`src/sv/plvs_pkg.sv`:
```
// Shared types and constants for the priority-aware LRU victim selector.
// No dependencies; used by the slot cell and the top level.
`timescale 1ns / 1ps

package plvs_pkg;

    localparam int SLOT_COUNT = 32;
    localparam int SLOT_W     = (SLOT_COUNT > 1) ? $clog2(SLOT_COUNT) : 1;
    localparam int CNT_W      = $clog2(SLOT_COUNT + 1);
    localparam int STAMP_W    = 32;

    typedef enum logic [1:0] {
        ACT_WRITE  = 2'd0,
        ACT_TOUCH  = 2'd1,
        ACT_SELECT = 2'd2,
        ACT_NONE   = 2'd3
    } action_t;

    typedef enum logic [1:0] {
        ST_IDLE = 2'd0,
        ST_SCAN = 2'd1,
        ST_DONE = 2'd2
    } state_t;

    localparam logic [1:0] PRESSURE_HIGH = 2'd1;
    localparam logic [2:0] PRIO_NONE     = 3'd4;

    typedef struct packed {
        logic [1:0] action;
        logic [4:0] slot;
        logic       incoming_present;
        logic       pressure_evict;
        logic       evict;
        logic       allocated;
        logic       pinned;
        logic       attempted;
        logic       hot;
        logic [2:0] priority_req;
        logic       valid_req;
    } req_t;

    typedef struct packed {
        logic       found;
        logic [4:0] victim_slot;
    } rsp_t;

    // Metadata of one slot as it travels along the ring
    typedef struct packed {
        logic               allocated;
        logic               pinned;
        logic               attempted;
        logic               hot;
        logic [2:0]         prio;
        logic               valid;
        logic [STAMP_W-1:0] last_use;
    } meta_t;

    // Control broadcast to every cell
    typedef struct packed {
        logic              shift;
        logic              wr;
        logic              touch;
        logic              evict;
        logic [SLOT_W-1:0] slot;
        meta_t             wdata;
        logic [STAMP_W-1:0] stamp;
    } cell_ctl_t;

endpackage

```
`src/sv/priority_lru_victim_selector.sv`:
```
// Top level of the priority-aware LRU victim selector: control, compare, APB register.
// Depends on plvs_pkg and plvs_cell.
`timescale 1ns / 1ps

// Usage:
//   Command channel: drive req and pulse start while busy is low; the
//   transaction is taken at that edge. busy stays high until the result.
//   Result channel: done is high for exactly one cycle, with rsp valid.
//   Write and touch: the entry updates as start is taken, then the done state registers done.
//   Select: the slot ring rotates once past a compare stage, one slot per
//   cycle, then the done state registers done and rsp. Eviction clears the
//   victim on the done edge.
//   APB: pressure_level at address 0, written with psel/penable/pwrite;
//   pready is always high. Write it only while busy is low.
//   Reset: all slots unallocated, priority 4, stamps and use clock zero,
//   pressure_level zero. The receiver cannot stall: done is a strobe.
module priority_lru_victim_selector (
    input  logic              clk,
    input  logic              rst_n,
    input  logic              start,
    input  plvs_pkg::req_t    req,
    output logic              busy,
    output logic              done,
    output plvs_pkg::rsp_t    rsp,
    input  logic              psel,
    input  logic              penable,
    input  logic              pwrite,
    input  logic [1:0]        paddr,
    input  logic [31:0]       pwdata,
    output logic [31:0]       prdata,
    output logic              pready
);

    localparam int N = plvs_pkg::SLOT_COUNT;
    localparam int SW = plvs_pkg::SLOT_W;

    plvs_pkg::state_t     state_reg, state_next;
    plvs_pkg::req_t       req_reg;
    logic [1:0]           pressure_reg;
    logic [31:0]          clock_reg, clock_next;
    logic [plvs_pkg::CNT_W-1:0] cnt_reg;
    logic [SW-1:0]        pos_reg;
    logic                 have_reg;
    logic [SW-1:0]        best_reg;
    plvs_pkg::meta_t      bmeta_reg;
    plvs_pkg::meta_t      inc_meta_reg;
    logic                 evict_pend_reg;
    plvs_pkg::rsp_t       rsp_reg;
    logic                 done_reg;
    plvs_pkg::cell_ctl_t  ctl;
    plvs_pkg::meta_t      ring [N];
    plvs_pkg::meta_t      cur;
    logic                 accept, in_range, has_inc, elig, beats, scan_last;
    logic                 evict_now;

    assign pready  = 1'b1;
    assign prdata  = {30'd0, pressure_reg};
    assign busy    = (state_reg != plvs_pkg::ST_IDLE);
    assign done    = done_reg;
    assign rsp     = rsp_reg;
    assign accept  = start && !busy;
    assign in_range = ({1'b0, req_reg.slot} < (6)'(N));
    assign has_inc = req_reg.incoming_present && in_range;
    assign cur     = ring[0];
    assign scan_last = (cnt_reg == (plvs_pkg::CNT_W)'(N - 1));

    // Clear the victim while the ring is at rest and no new transaction can enter
    assign evict_now = (state_reg == plvs_pkg::ST_DONE) && have_reg && req_reg.evict &&
                       req_reg.action == plvs_pkg::ACT_SELECT;

    // Slot ring: cell i passes toward cell i-1, cell 0 wraps to the top
    for (genvar i = 0; i < N; i++)
    begin : g_cell
        plvs_cell u_cell (
            .clk     (clk),
            .rst_n   (rst_n),
            .index   ((SW)'(i)),
            .ctl     (ctl),
            .meta_in (ring[(i + 1) % N]),
            .meta_out(ring[i])
        );
    end

    // Eligibility of the slot now in cell 0 (original index pos_reg)
    always_comb
    begin
        elig = cur.allocated && !cur.pinned && !cur.attempted;
        if (has_inc && pos_reg == req_reg.slot[SW-1:0])
            elig = 1'b0;
        if (req_reg.pressure_evict && pressure_reg == plvs_pkg::PRESSURE_HIGH
            && (cur.hot || cur.prio == 3'd0))
            elig = 1'b0;
        if (!req_reg.pressure_evict && has_inc && inc_meta_reg.prio != 3'd0 && cur.valid
            && (cur.hot || cur.prio <= inc_meta_reg.prio))
            elig = 1'b0;
    end

    // Ordering against the best so far
    always_comb
    begin
        priority if (cur.valid != bmeta_reg.valid)
            beats = !cur.valid;
        else if (cur.hot != bmeta_reg.hot)
            beats = !cur.hot;
        else if (cur.prio != bmeta_reg.prio)
            beats = cur.prio > bmeta_reg.prio;
        else
            beats = cur.last_use < bmeta_reg.last_use;
    end

    // Next state
    always_comb
    begin
        state_next = state_reg;
        unique case (state_reg)
            plvs_pkg::ST_IDLE:
            begin
                if (accept)
                    state_next = (req.action == plvs_pkg::ACT_SELECT) ?
                                 plvs_pkg::ST_SCAN : plvs_pkg::ST_DONE;
            end
            plvs_pkg::ST_SCAN:
            begin
                if (scan_last)
                    state_next = plvs_pkg::ST_DONE;
            end
            plvs_pkg::ST_DONE: state_next = plvs_pkg::ST_IDLE;
            default:           state_next = plvs_pkg::ST_IDLE;
        endcase
    end

    // Cell control outputs
    always_comb
    begin
        clock_next = (clock_reg == 32'hFFFF_FFFF) ? clock_reg : clock_reg + 32'd1;
        ctl.shift = (state_reg == plvs_pkg::ST_SCAN);
        ctl.wr    = accept && req.action == plvs_pkg::ACT_WRITE;
        ctl.touch = accept && req.action == plvs_pkg::ACT_TOUCH;
        ctl.evict = evict_now;
        ctl.slot  = evict_now ? best_reg : req.slot[SW-1:0];
        if (!evict_now && ({1'b0, req.slot} >= (6)'(N)))
        begin
            ctl.wr    = 1'b0;
            ctl.touch = 1'b0;
        end
        ctl.wdata = '{allocated: req.allocated, pinned: req.pinned,
                      attempted: req.attempted, hot: req.hot,
                      prio: req.priority_req, valid: req.valid_req, last_use: '0};
        ctl.stamp = clock_next;
    end

    // Datapath and control registers
    always_ff @(posedge clk or negedge rst_n)
    begin
        if (!rst_n)
        begin
            state_reg      <= plvs_pkg::ST_IDLE;
            pressure_reg   <= 2'd0;
            clock_reg      <= '0;
            done_reg       <= 1'b0;
            evict_pend_reg <= 1'b0;
            have_reg       <= 1'b0;
            cnt_reg        <= '0;
            pos_reg        <= '0;
        end
        else
        begin
            state_reg      <= state_next;
            done_reg       <= 1'b0;
            evict_pend_reg <= 1'b0;
            if (psel && penable && pwrite && paddr == 2'd0)
                pressure_reg <= pwdata[1:0];
            if (ctl.touch)
                clock_reg <= clock_next;
            if (accept)
            begin
                have_reg <= 1'b0;
                cnt_reg  <= '0;
                pos_reg  <= '0;
            end
            if (state_reg == plvs_pkg::ST_SCAN)
            begin
                cnt_reg <= cnt_reg + 1'b1;
                pos_reg <= pos_reg + 1'b1;
                if (elig && (!have_reg || beats))
                    have_reg <= 1'b1;
            end
            if (state_reg == plvs_pkg::ST_DONE)
            begin
                done_reg       <= 1'b1;
                evict_pend_reg <= evict_now;
            end
        end
    end

    // Payload registers
    always_ff @(posedge clk)
    begin
        if (accept)
        begin
            req_reg <= req;
            inc_meta_reg <= ring[req.slot[SW-1:0]];
        end
        if (state_reg == plvs_pkg::ST_SCAN && elig && (!have_reg || beats))
        begin
            best_reg  <= pos_reg;
            bmeta_reg <= cur;
        end
        if (state_reg == plvs_pkg::ST_DONE)
        begin
            rsp_reg.found       <= have_reg && req_reg.action == plvs_pkg::ACT_SELECT;
            rsp_reg.victim_slot <= (have_reg && req_reg.action == plvs_pkg::ACT_SELECT) ?
                                   5'(best_reg) : 5'd0;
        end
    end

    // A scan ends with the ring back in place, so busy covers a full rotation
    a_scan_len: assert property (@(posedge clk) disable iff (!rst_n)
        (state_reg == plvs_pkg::ST_SCAN && scan_last) |=> state_reg == plvs_pkg::ST_DONE)
        else $error("scan length mismatch");
    a_done_idle: assert property (@(posedge clk) disable iff (!rst_n)
        done_reg |-> state_reg == plvs_pkg::ST_IDLE)
        else $error("done outside idle");
    a_evict_after_done: assert property (@(posedge clk) disable iff (!rst_n)
        evict_pend_reg |-> done_reg && rsp_reg.found)
        else $error("eviction without a found victim");

endmodule

```
`src/sv/plvs_cell.sv`:
```
// One slot cell: holds one slot's metadata and hands it to its neighbor on shift.
// Depends on plvs_pkg.
`timescale 1ns / 1ps

module plvs_cell (
    input  logic                      clk,
    input  logic                      rst_n,
    input  logic [plvs_pkg::SLOT_W-1:0] index,
    input  plvs_pkg::cell_ctl_t       ctl,
    input  plvs_pkg::meta_t           meta_in,
    output plvs_pkg::meta_t           meta_out
);

    plvs_pkg::meta_t meta_reg;
    plvs_pkg::meta_t meta_next;
    logic            hit;

    assign hit      = (ctl.slot == index);
    assign meta_out = meta_reg;

    // Shift during a scan, otherwise update the addressed entry
    always_comb
    begin
        meta_next = meta_reg;
        if (ctl.shift)
        begin
            meta_next = meta_in;
        end
        else if (hit && ctl.wr)
        begin
            meta_next = ctl.wdata;
            meta_next.last_use = meta_reg.last_use;
        end
        else if (hit && ctl.touch)
        begin
            meta_next.last_use = ctl.stamp;
            meta_next.prio     = 3'd0;
        end
        else if (hit && ctl.evict)
        begin
            meta_next.allocated = 1'b0;
            meta_next.valid     = 1'b0;
        end
    end

    always_ff @(posedge clk or negedge rst_n)
    begin
        if (!rst_n)
        begin
            meta_reg <= '{allocated: 1'b0, pinned: 1'b0, attempted: 1'b0, hot: 1'b0,
                          prio: plvs_pkg::PRIO_NONE, valid: 1'b0, last_use: '0};
        end
        else
        begin
            meta_reg <= meta_next;
        end
    end

endmodule
```
`config.mk`:
```
export PLATFORM = sky130hd
export DESIGN_NAME = priority_lru_victim_selector
export DESIGN_NICKNAME = d
export VERILOG_FILES = /design/src/sv/plvs_pkg.sv /design/src/sv/priority_lru_victim_selector.sv /design/src/sv/plvs_cell.sv
export SDC_FILE = /design/constraint.sdc
export NUM_CORES = 2
export LEC_CHECK = 0
export BUFFER_PORTS_ARGS = -buffer_cell sky130_fd_sc_hd__buf_2
export CAP_MARGIN = 0
export CORE_AREA = 2 2 419 421
export DETAILED_ROUTE_END_ITERATION = 7
export DIE_AREA = 0 0 421 423
export GPL_ROUTABILITY_DRIVEN = 0
export SYNTH_ARGS = -nofsm -noshare
export SYNTH_HDL_FRONTEND = slang
export SYNTH_SLANG_ARGS = --single-unit
```
`constraint.sdc`:
```
create_clock -name clk -period 7 [get_ports clk]
set_clock_uncertainty 0.15 [all_clocks]
set_input_delay 1.05 -clock clk [delete_from_list [all_inputs] [get_ports clk]]
set_output_delay 1.05 -clock clk [all_outputs]
set_load 0.03 [all_outputs]
```
Yosys cells after proc, flatten, opt, wreduce, memory -nomap -nowiden. Cells that the tools add are included.

Equality and inequality tests: 109. Bitwise gates (word level): 1. Div/mod/pow operators: 0. $lt $le $gt $ge: 4. Shift operators: 0. $add $sub $neg: 3. Multiply operators: 0. Reductions and logical operators: 329. Mux-type cells: 279.

Operator list (number): two-way mux 40 bit (32); two-way mux 36 bit (34); two-way mux 32 bit (33); binary-select mux 40 bit (select 5 bit) (1); nonzero test 3 bit (65); two-way mux 3 bit (64); nonzero test 2 bit (66); AND reduction 2 bit (65); logical AND 1 bit (118); two-way mux 1 bit (106); != test 3 x 2 -> 1 bit (second input constant) (32); == test 5 bit (second input constant) (16); != test 2 bit (second input constant) (33); == test 5 x 4 -> 1 bit (second input constant) (8); adder 32 x 1 -> 32 bit (second input constant) (1); == test 32 bit (second input constant) (1); < comparator 32 bit (1); == test 5 x 3 -> 1 bit (second input constant) (4); two-way mux 5 bit (3); two-way mux 6 bit (2); == test 5 x 2 -> 1 bit (second input constant) (2); logical NOT 1 bit (7); adder 6 x 1 -> 6 bit (second input constant) (1); == test 2 x 1 -> 1 bit (second input constant) (3); 18 further kinds (27).

Register bits after elaboration: 1390. Logic and storage cells: 969. Memory bits (writable): 0. Bits in latches: 0. Memories: 0. Input port bits: 58. Bits in read-only memories: 0.

Longest topological paths before layout.
Depth in word-level cells: 11. Mapped depth: 13. Gate-level depth less buffers: 8.

Cells and area by module. Synthesis repeated with hierarchy kept, for this count alone.

Cells, all modules: 8350. Area, all modules: 74905.6 um^2.

Modules (own cells, without submodules): plvs_cell (times used 32, seq. area each 1002.2 um^2, cells each 242, area an instance 2124.5 um^2); priority_lru_victim_selector (times used 1, seq. area each 3057.9 um^2, cells each 606, area an instance 6920.4 um^2).

Least setup slack after synthesis. OpenSTA, ideal clock, no wires.

Kind: input -> register. Start: in req[11] in the netlist's numbering. End: reg inc_meta_reg[33] in the netlist's numbering (data pin). Slack: 3678 ps. Stages: 7. Setup time: 253 ps. Data required time: 6597 ps. Data arrival time: 2919 ps. Path through: clkbuf_1 buf_2 buf_2 mux4_2 mux4_2 nand2_1 nand2_1.

Longest elaborated chain between the ends: 4.

RTL lines: from (decl) (line priority_lru_victim_selector.sv:21) `input plvs_pkg::req_t req,`; NOT 5 -> 6 bit (implied by the code) (line priority_lru_victim_selector.sv:202) `inc_meta_reg <= ring[req.slot[SW-1:0]];`; binary-select mux 40 bit (select 5 bit) (line priority_lru_victim_selector.sv:202); two-way mux 36 bit (implied by the code) (2 in a row) (line priority_lru_victim_selector.sv:202); to (signal assigned) (line priority_lru_victim_selector.sv:202); to (decl) (line priority_lru_victim_selector.sv:46) `plvs_pkg::meta_t inc_meta_reg;`.

No other way between the ends. The select of a mux whose other input is x is not followed. A chain may end at the register's enable or synchronous reset.

Worst setup path in the final report.
Start: reg req_reg[16] in the netlist's numbering. End: reg g_cell[17].u_cell.meta_reg, in the netlist g_cell[17].u_cell.meta_out[6].

Longest elaborated chain between the ends: 7. Elaborated cells between the ends (all ways): 9. Classes of those cells: eq/ne: 3; mux: 1; reduce/logical: 5.

RTL lines: from (decl) (line priority_lru_victim_selector.sv:38) `plvs_pkg::req_t req_reg;`; from (signal assigned) (line priority_lru_victim_selector.sv:201) `req_reg <= req;`; == test 2 bit (*) (line priority_lru_victim_selector.sv:69) `req_reg.action == plvs_pkg::ACT_SELECT;`; logical AND 1 bit (*) (line priority_lru_victim_selector.sv:68) `assign evict_now = (state_reg == plvs_pkg::ST_DONE) && have_reg && req_reg.evict &&`; two-way mux 5 bit (*) (line priority_lru_victim_selector.sv:140) `ctl.slot = evict_now ? best_reg : req.slot[SW-1:0];`; == test 5 bit (*) (line plvs_cell.sv:18) `assign hit = (ctl.slot == index);`; logical AND 1 bit, on equally long branches (line plvs_cell.sv:29, plvs_cell.sv:34); != test 2 bit (no line) or nonzero test 2 bit (tied branches); AND reduction 2 bit (no line) (*); to (signal assigned) (line plvs_cell.sv:50) `meta_reg <= '{allocated: 1'b0, pinned: 1'b0, attempted: 1'b0, hot: 1'b0,`; to (signal assigned) (line plvs_cell.sv:55) `meta_reg <= meta_next;`; to (decl) (line plvs_cell.sv:14) `plvs_pkg::meta_t meta_reg;`.

Every way passes the cells marked *; elsewhere a longest branch is shown, timed or not.

==> impl_metrics.prom <==
# TYPE chip_impl_metric gauge
chip_impl_metric{name="routed_wirelength",unit="mm"} 199
chip_impl_metric{name="critical_path_required",unit="ns"} 7.52
chip_impl_metric{name="final_core_utilization",unit="%"} 41.7
chip_impl_metric{name="drc_marker_count_from_the_first_detailed_route_iteration",unit=""} 6299
chip_impl_info{name="worstHoldPathType",value="primary input to async pin"} 1
chip_impl_metric{name="ys_seq_area_share",unit="%"} 53.5
chip_impl_metric{name="arrival",unit="ns"} 4.57
chip_impl_metric{name="via_count",unit=""} 51800
chip_impl_metric{name="max_ffs_per_register",unit=""} 1280
chip_impl_metric{name="fill_cells",unit=""} 16600
chip_impl_info{name="most_numerous_cell_in_the_yosys_netlist",value="sky130_fd_sc_hd__dfrtp_1"} 1
chip_impl_metric{name="post-layout-total-power",unit="mW"} 27.2
chip_impl_metric{name="netlist_area",unit="mm^2"} 0.0657
chip_impl_metric{name="yosys.cell_types.count",unit=""} 83
chip_impl_metric{name="worst_slew_pin_slew",unit="ns"} 1.22
chip_impl_metric{name="effective_utilization_at_floorplan",unit="%"} 37.9
chip_impl_metric{name="detailed_place_hpwl",unit="mm"} 117
chip_impl_metric{name="finalHoldViolations",unit=""} 0
chip_impl_metric{name="worst-path-buf-inv",unit=""} 2
chip_impl_info{name="cell_type_group_with_the_largest_total_delay_on_the_critical_path",value="simple AND/OR/NAND/NOR gates"} 1
chip_impl_metric{name="max-vdd-ir-drop",unit="uV"} 289
chip_impl_metric{name="globalRouteTotalUtil",unit="%"} 22.0
chip_impl_info{name="grt_setup_unrepaired",value="false"} 1
chip_impl_metric{name="placementRows",unit=""} 153
chip_impl_metric{name="critical_path.max_stage_delay",unit="ns"} 0.63
chip_impl_metric{name="global_route_wire_length_before_repair",unit="mm"} 310
chip_impl_metric{name="critical_path_peak_fanout",unit=""} 79
chip_impl_metric{name="number_of_pins_exceeding_their_max_slew_limit_in_the_final_report",unit=""} 0
chip_impl_metric{name="number_of_nets_in_the_final_layout",unit=""} 6447
chip_impl_metric{name="synth_compound_gate_area_share",unit="%"} 19.3
chip_impl_metric{name="synth_simple_gate_area_share",unit="%"} 15.5
chip_impl_metric{name="synth_edf_count",unit=""} 61
chip_impl_metric{name="numCtsBuffers",unit=""} 148
chip_impl_metric{name="die_x",unit="um"} 421
chip_impl_metric{name="synth_adder_area_share",unit="%"} 0.762
chip_impl_metric{name="core_area",unit="mm^2"} 0.173
chip_impl_metric{name="avgSynthCellArea",unit="um^2"} 9.82
chip_impl_metric{name="async_reset_ff_share",unit="%"} 95.6
chip_impl_metric{name="power_per_cell_area",unit="mW/mm^2"} 376
chip_impl_metric{name="drc",unit=""} 0
chip_impl_info{name="endpoint_kind",value="register"} 1
chip_impl_metric{name="fin_crit_sh",unit="%"} 57.9
chip_impl_metric{name="clk_path_buf_depth",unit=""} 3
chip_impl_info{name="setup.worst_path.class",value="register to register"} 1
chip_impl_metric{name="via_per_inst",unit=""} 5.89
chip_impl_info{name="synthTopCellsByArea",value="sky130_fd_sc_hd__dfrtp_1, sky130_fd_sc_hd__nand2_1, sky130_fd_sc_hd__and3_1, sky130_fd_sc_hd__a21oi_1, sky130_fd_sc_hd__mux2i_1"} 1
chip_impl_metric{name="synthMuxAreaShare",unit="%"} 4.91
chip_impl_info{name="timing.critical_path.slowest_stage_cell",value="sky130_fd_sc_hd__nand2_1"} 1
chip_impl_metric{name="synth_largest_type_area_fraction",unit="%"} 49.4
chip_impl_metric{name="dieHeight",unit="um"} 423
chip_impl_metric{name="wl_per_cell",unit="um"} 22.7
chip_impl_metric{name="yosys_warnings",unit=""} 0
chip_impl_metric{name="drive_above_1_share",unit="%"} 8.71
chip_impl_metric{name="post_synth_inst_count",unit=""} 6688
chip_impl_metric{name="setup-tns-final",unit="ns"} 0
chip_impl_metric{name="cts.repair.resized",unit=""} 0
chip_impl_metric{name="first_pass_detailed_route_iteration_total",unit=""} 6
chip_impl_metric{name="post-route-min-period",unit="ns"} 4.05
chip_impl_metric{name="cts.sink_count",unit=""} 1390
chip_impl_metric{name="clock_latency",unit="ns"} 0.79
chip_impl_info{name="path_cells",value="nand3b_1 -> inv_2 -> buf_4 -> nand4_1 -> nand2_1 -> nand2_1 -> and3_1 -> a221o_1"} 1
chip_impl_metric{name="yosys_register_bits",unit=""} 1390
chip_impl_metric{name="detailedPlace.worstSlack",unit="ns"} 2.48
chip_impl_metric{name="setup_ws",unit="ns"} 2.95
chip_impl_info{name="tritoncts",value="done"} 1
chip_impl_info{name="largest_family_of_logic_cells_by_synthesized_area",value="compound AO/OA/AOI/OAI gates"} 1
chip_impl_metric{name="antenna_found_initial",unit=""} 2
chip_impl_metric{name="htree_num_levels",unit=""} 4
chip_impl_metric{name="grt_pass1_vias",unit=""} 49700
chip_impl_info{name="clock-root-buffer",value="sky130_fd_sc_hd__clkbuf_16"} 1
chip_impl_metric{name="slew-limit-headroom",unit="%"} 18.7
chip_impl_metric{name="max-cap-violations",unit=""} 0
chip_impl_metric{name="pin_count",unit=""} 99
chip_impl_info{name="run_status",value="completed"} 1
chip_impl_info{name="synth_largest_area_cell",value="sky130_fd_sc_hd__dfrtp_1"} 1
chip_impl_metric{name="final_antenna_net_count",unit=""} 0
chip_impl_metric{name="clkSlewWorstSetupHoldPaths",unit="ns"} 0.06
chip_impl_metric{name="cts.hold.buffers_added",unit=""} 0
chip_impl_metric{name="buffer_ports.inserted",unit=""} 37
chip_impl_metric{name="ff2ff_path_depth",unit=""} 8
chip_impl_info{name="kind_of_start_point_of_the_critical_path",value="register"} 1
chip_impl_metric{name="area.sequential",unit="mm^2"} 0.0351
chip_impl_metric{name="leakage",unit="nW"} 31.9
chip_impl_metric{name="die-area",unit="mm^2"} 0.178
chip_impl_metric{name="grt_overflow",unit=""} 0
chip_impl_metric{name="finalSetupViolCount",unit=""} 0
chip_impl_info{name="cell_mode_on_critical_path",value="sky130_fd_sc_hd__nand2_1"} 1
chip_impl_metric{name="cp.depth",unit=""} 8
chip_impl_info{name="dominantRegCellSynth",value="sky130_fd_sc_hd__dfrtp_1"} 1
chip_impl_info{name="synth_top_cells_by_count",value="sky130_fd_sc_hd__dfrtp_1, sky130_fd_sc_hd__nand2_1, sky130_fd_sc_hd__a21oi_1, sky130_fd_sc_hd__o21ai_0, sky130_fd_sc_hd__and3_1"} 1
chip_impl_metric{name="synth-xor-area-share",unit="%"} 0.657
chip_impl_metric{name="number_of_buffers_inserted_by_post_cts_setup_repair",unit=""} 0
chip_impl_metric{name="fmax",unit="GHz"} 0.247
chip_impl_metric{name="multi_input_area",unit="mm^2"} 0.0276
chip_impl_metric{name="grt_max_degree",unit=""} 240
chip_impl_metric{name="syn2layout_area_growth",unit="%"} 9.94
final timing paths:
path / end / slack [ns] / from
worst max-delay path: g_cell[17].u_cell.meta_out[6] / 2.95 / req_reg[16]
worst min-delay path: g_cell[21].u_cell.meta_out[29] / 0.06 / rst_n
worst max register to register: g_cell[17].u_cell.meta_out[6] / 2.95 / req_reg[16]
worst min register to register: g_cell[4].u_cell.meta_out[5] / 0.32 / g_cell[5].u_cell.meta_out[5]
max in group asynchronous: pos_reg[2] / 4.99 / rst_n
min in group clk: req_reg[8] / 0.31 / req[8]
power breakdown:
| group | internal, mW | switching [mW] | total (mW) |
|---|---|---|---|
| Clock | 4.61 | 3.36 | 7.97 |
| Sequential | 10.7 | 1.70 | 12.4 |
| Combinational | 2.47 | 4.31 | 6.78 |
cells by family (layout without fill, tap and decap cells):
group           after synthesis  count (layout)
simple gates               2168            2168
compound gates             1974            1974
flops                      1390            1390
buf+inv                     786             531
mux                         283             283
xor+xnor                     45              45
fa+ha+maj                    40              40
other cells                   2              32
layout make-up:
class	instances	area share (%)
Antenna cell	1	0.00347
Clock buffer	229	6.12
Clock inverter	34	0.626
Inverter	107	0.556
Multi-Input combinational cell	4541	38.2
Sequential cell	1390	48.7
Tap cell	2325	4.03
Timing Repair Buffer	161	1.81
per-stage QoR:
| step | std cells | area, um^2 | hold slack (ns) |
|---|---|---|---|
| floorplan | 6717 | 65800 | 0.292 |
| global placement | 8524 | 67300 | 0.307 |
| detailed placement | 8524 | 67300 | 0.313 |
| CTS | 8787 | 72200 | 0.0583 |
| global route | 8787 | 72200 | 0.0738 |
| finish | 8788 | 72200 | 0.0621 |
cells in the final DEF, fill, tap and decap left out, types with 32 or more instances in the layout:
cell / synthesis / layout
sky130_fd_sc_hd__a21oi_1: 530 / 530
sky130_fd_sc_hd__a31oi_1: 105 / 104
sky130_fd_sc_hd__clkbuf_8: 0 / 35
sky130_fd_sc_hd__dfstp_2: 32 / 32
sky130_fd_sc_hd__clkbuf_1: 436 / 43
sky130_fd_sc_hd__dfrtp_1: 1297 / 1297
sky130_fd_sc_hd__edfxtp_1: 61 / 61
sky130_fd_sc_hd__buf_4: 60 / 110
sky130_fd_sc_hd__ha_1: 40 / 40
sky130_fd_sc_hd__a22oi_1: 78 / 78
sky130_fd_sc_hd__nand2_1: 939 / 938
sky130_fd_sc_hd__mux2i_1: 241 / 240
sky130_fd_sc_hd__nor2_1: 354 / 353
sky130_fd_sc_hd__clkbuf_16: 0 / 151
sky130_fd_sc_hd__o21ai_1: 206 / 200
sky130_fd_sc_hd__inv_1: 105 / 105
sky130_fd_sc_hd__nand4_1: 42 / 42
sky130_fd_sc_hd__and3_1: 443 / 443
sky130_fd_sc_hd__a21o_1: 50 / 49
sky130_fd_sc_hd__a21oi_4: 31 / 32
sky130_fd_sc_hd__buf_2: 113 / 36
sky130_fd_sc_hd__a211oi_1: 46 / 46
sky130_fd_sc_hd__o21ai_0: 481 / 470
sky130_fd_sc_hd__o211ai_1: 106 / 106
sky130_fd_sc_hd__a221o_1: 216 / 216
sky130_fd_sc_hd__a222oi_1: 55 / 55
sky130_fd_sc_hd__nand3_1: 262 / 262
metal layers:
layer / vias up / share of wire, % / wire (um) / global-route usage, %
met2: 1941 / 45 / 89500 / 33.5
met5: - / 0 / 0 / 0
met3: 292 / 7.0 / 14000 / 3.63
met4: 0 / 2.5 / 4930 / 5.86
li1: 23300 / - / - / -
met1: 26200 / 46 / 90800 / 32.3
Note: power is estimated with default switching activity, not from simulation.
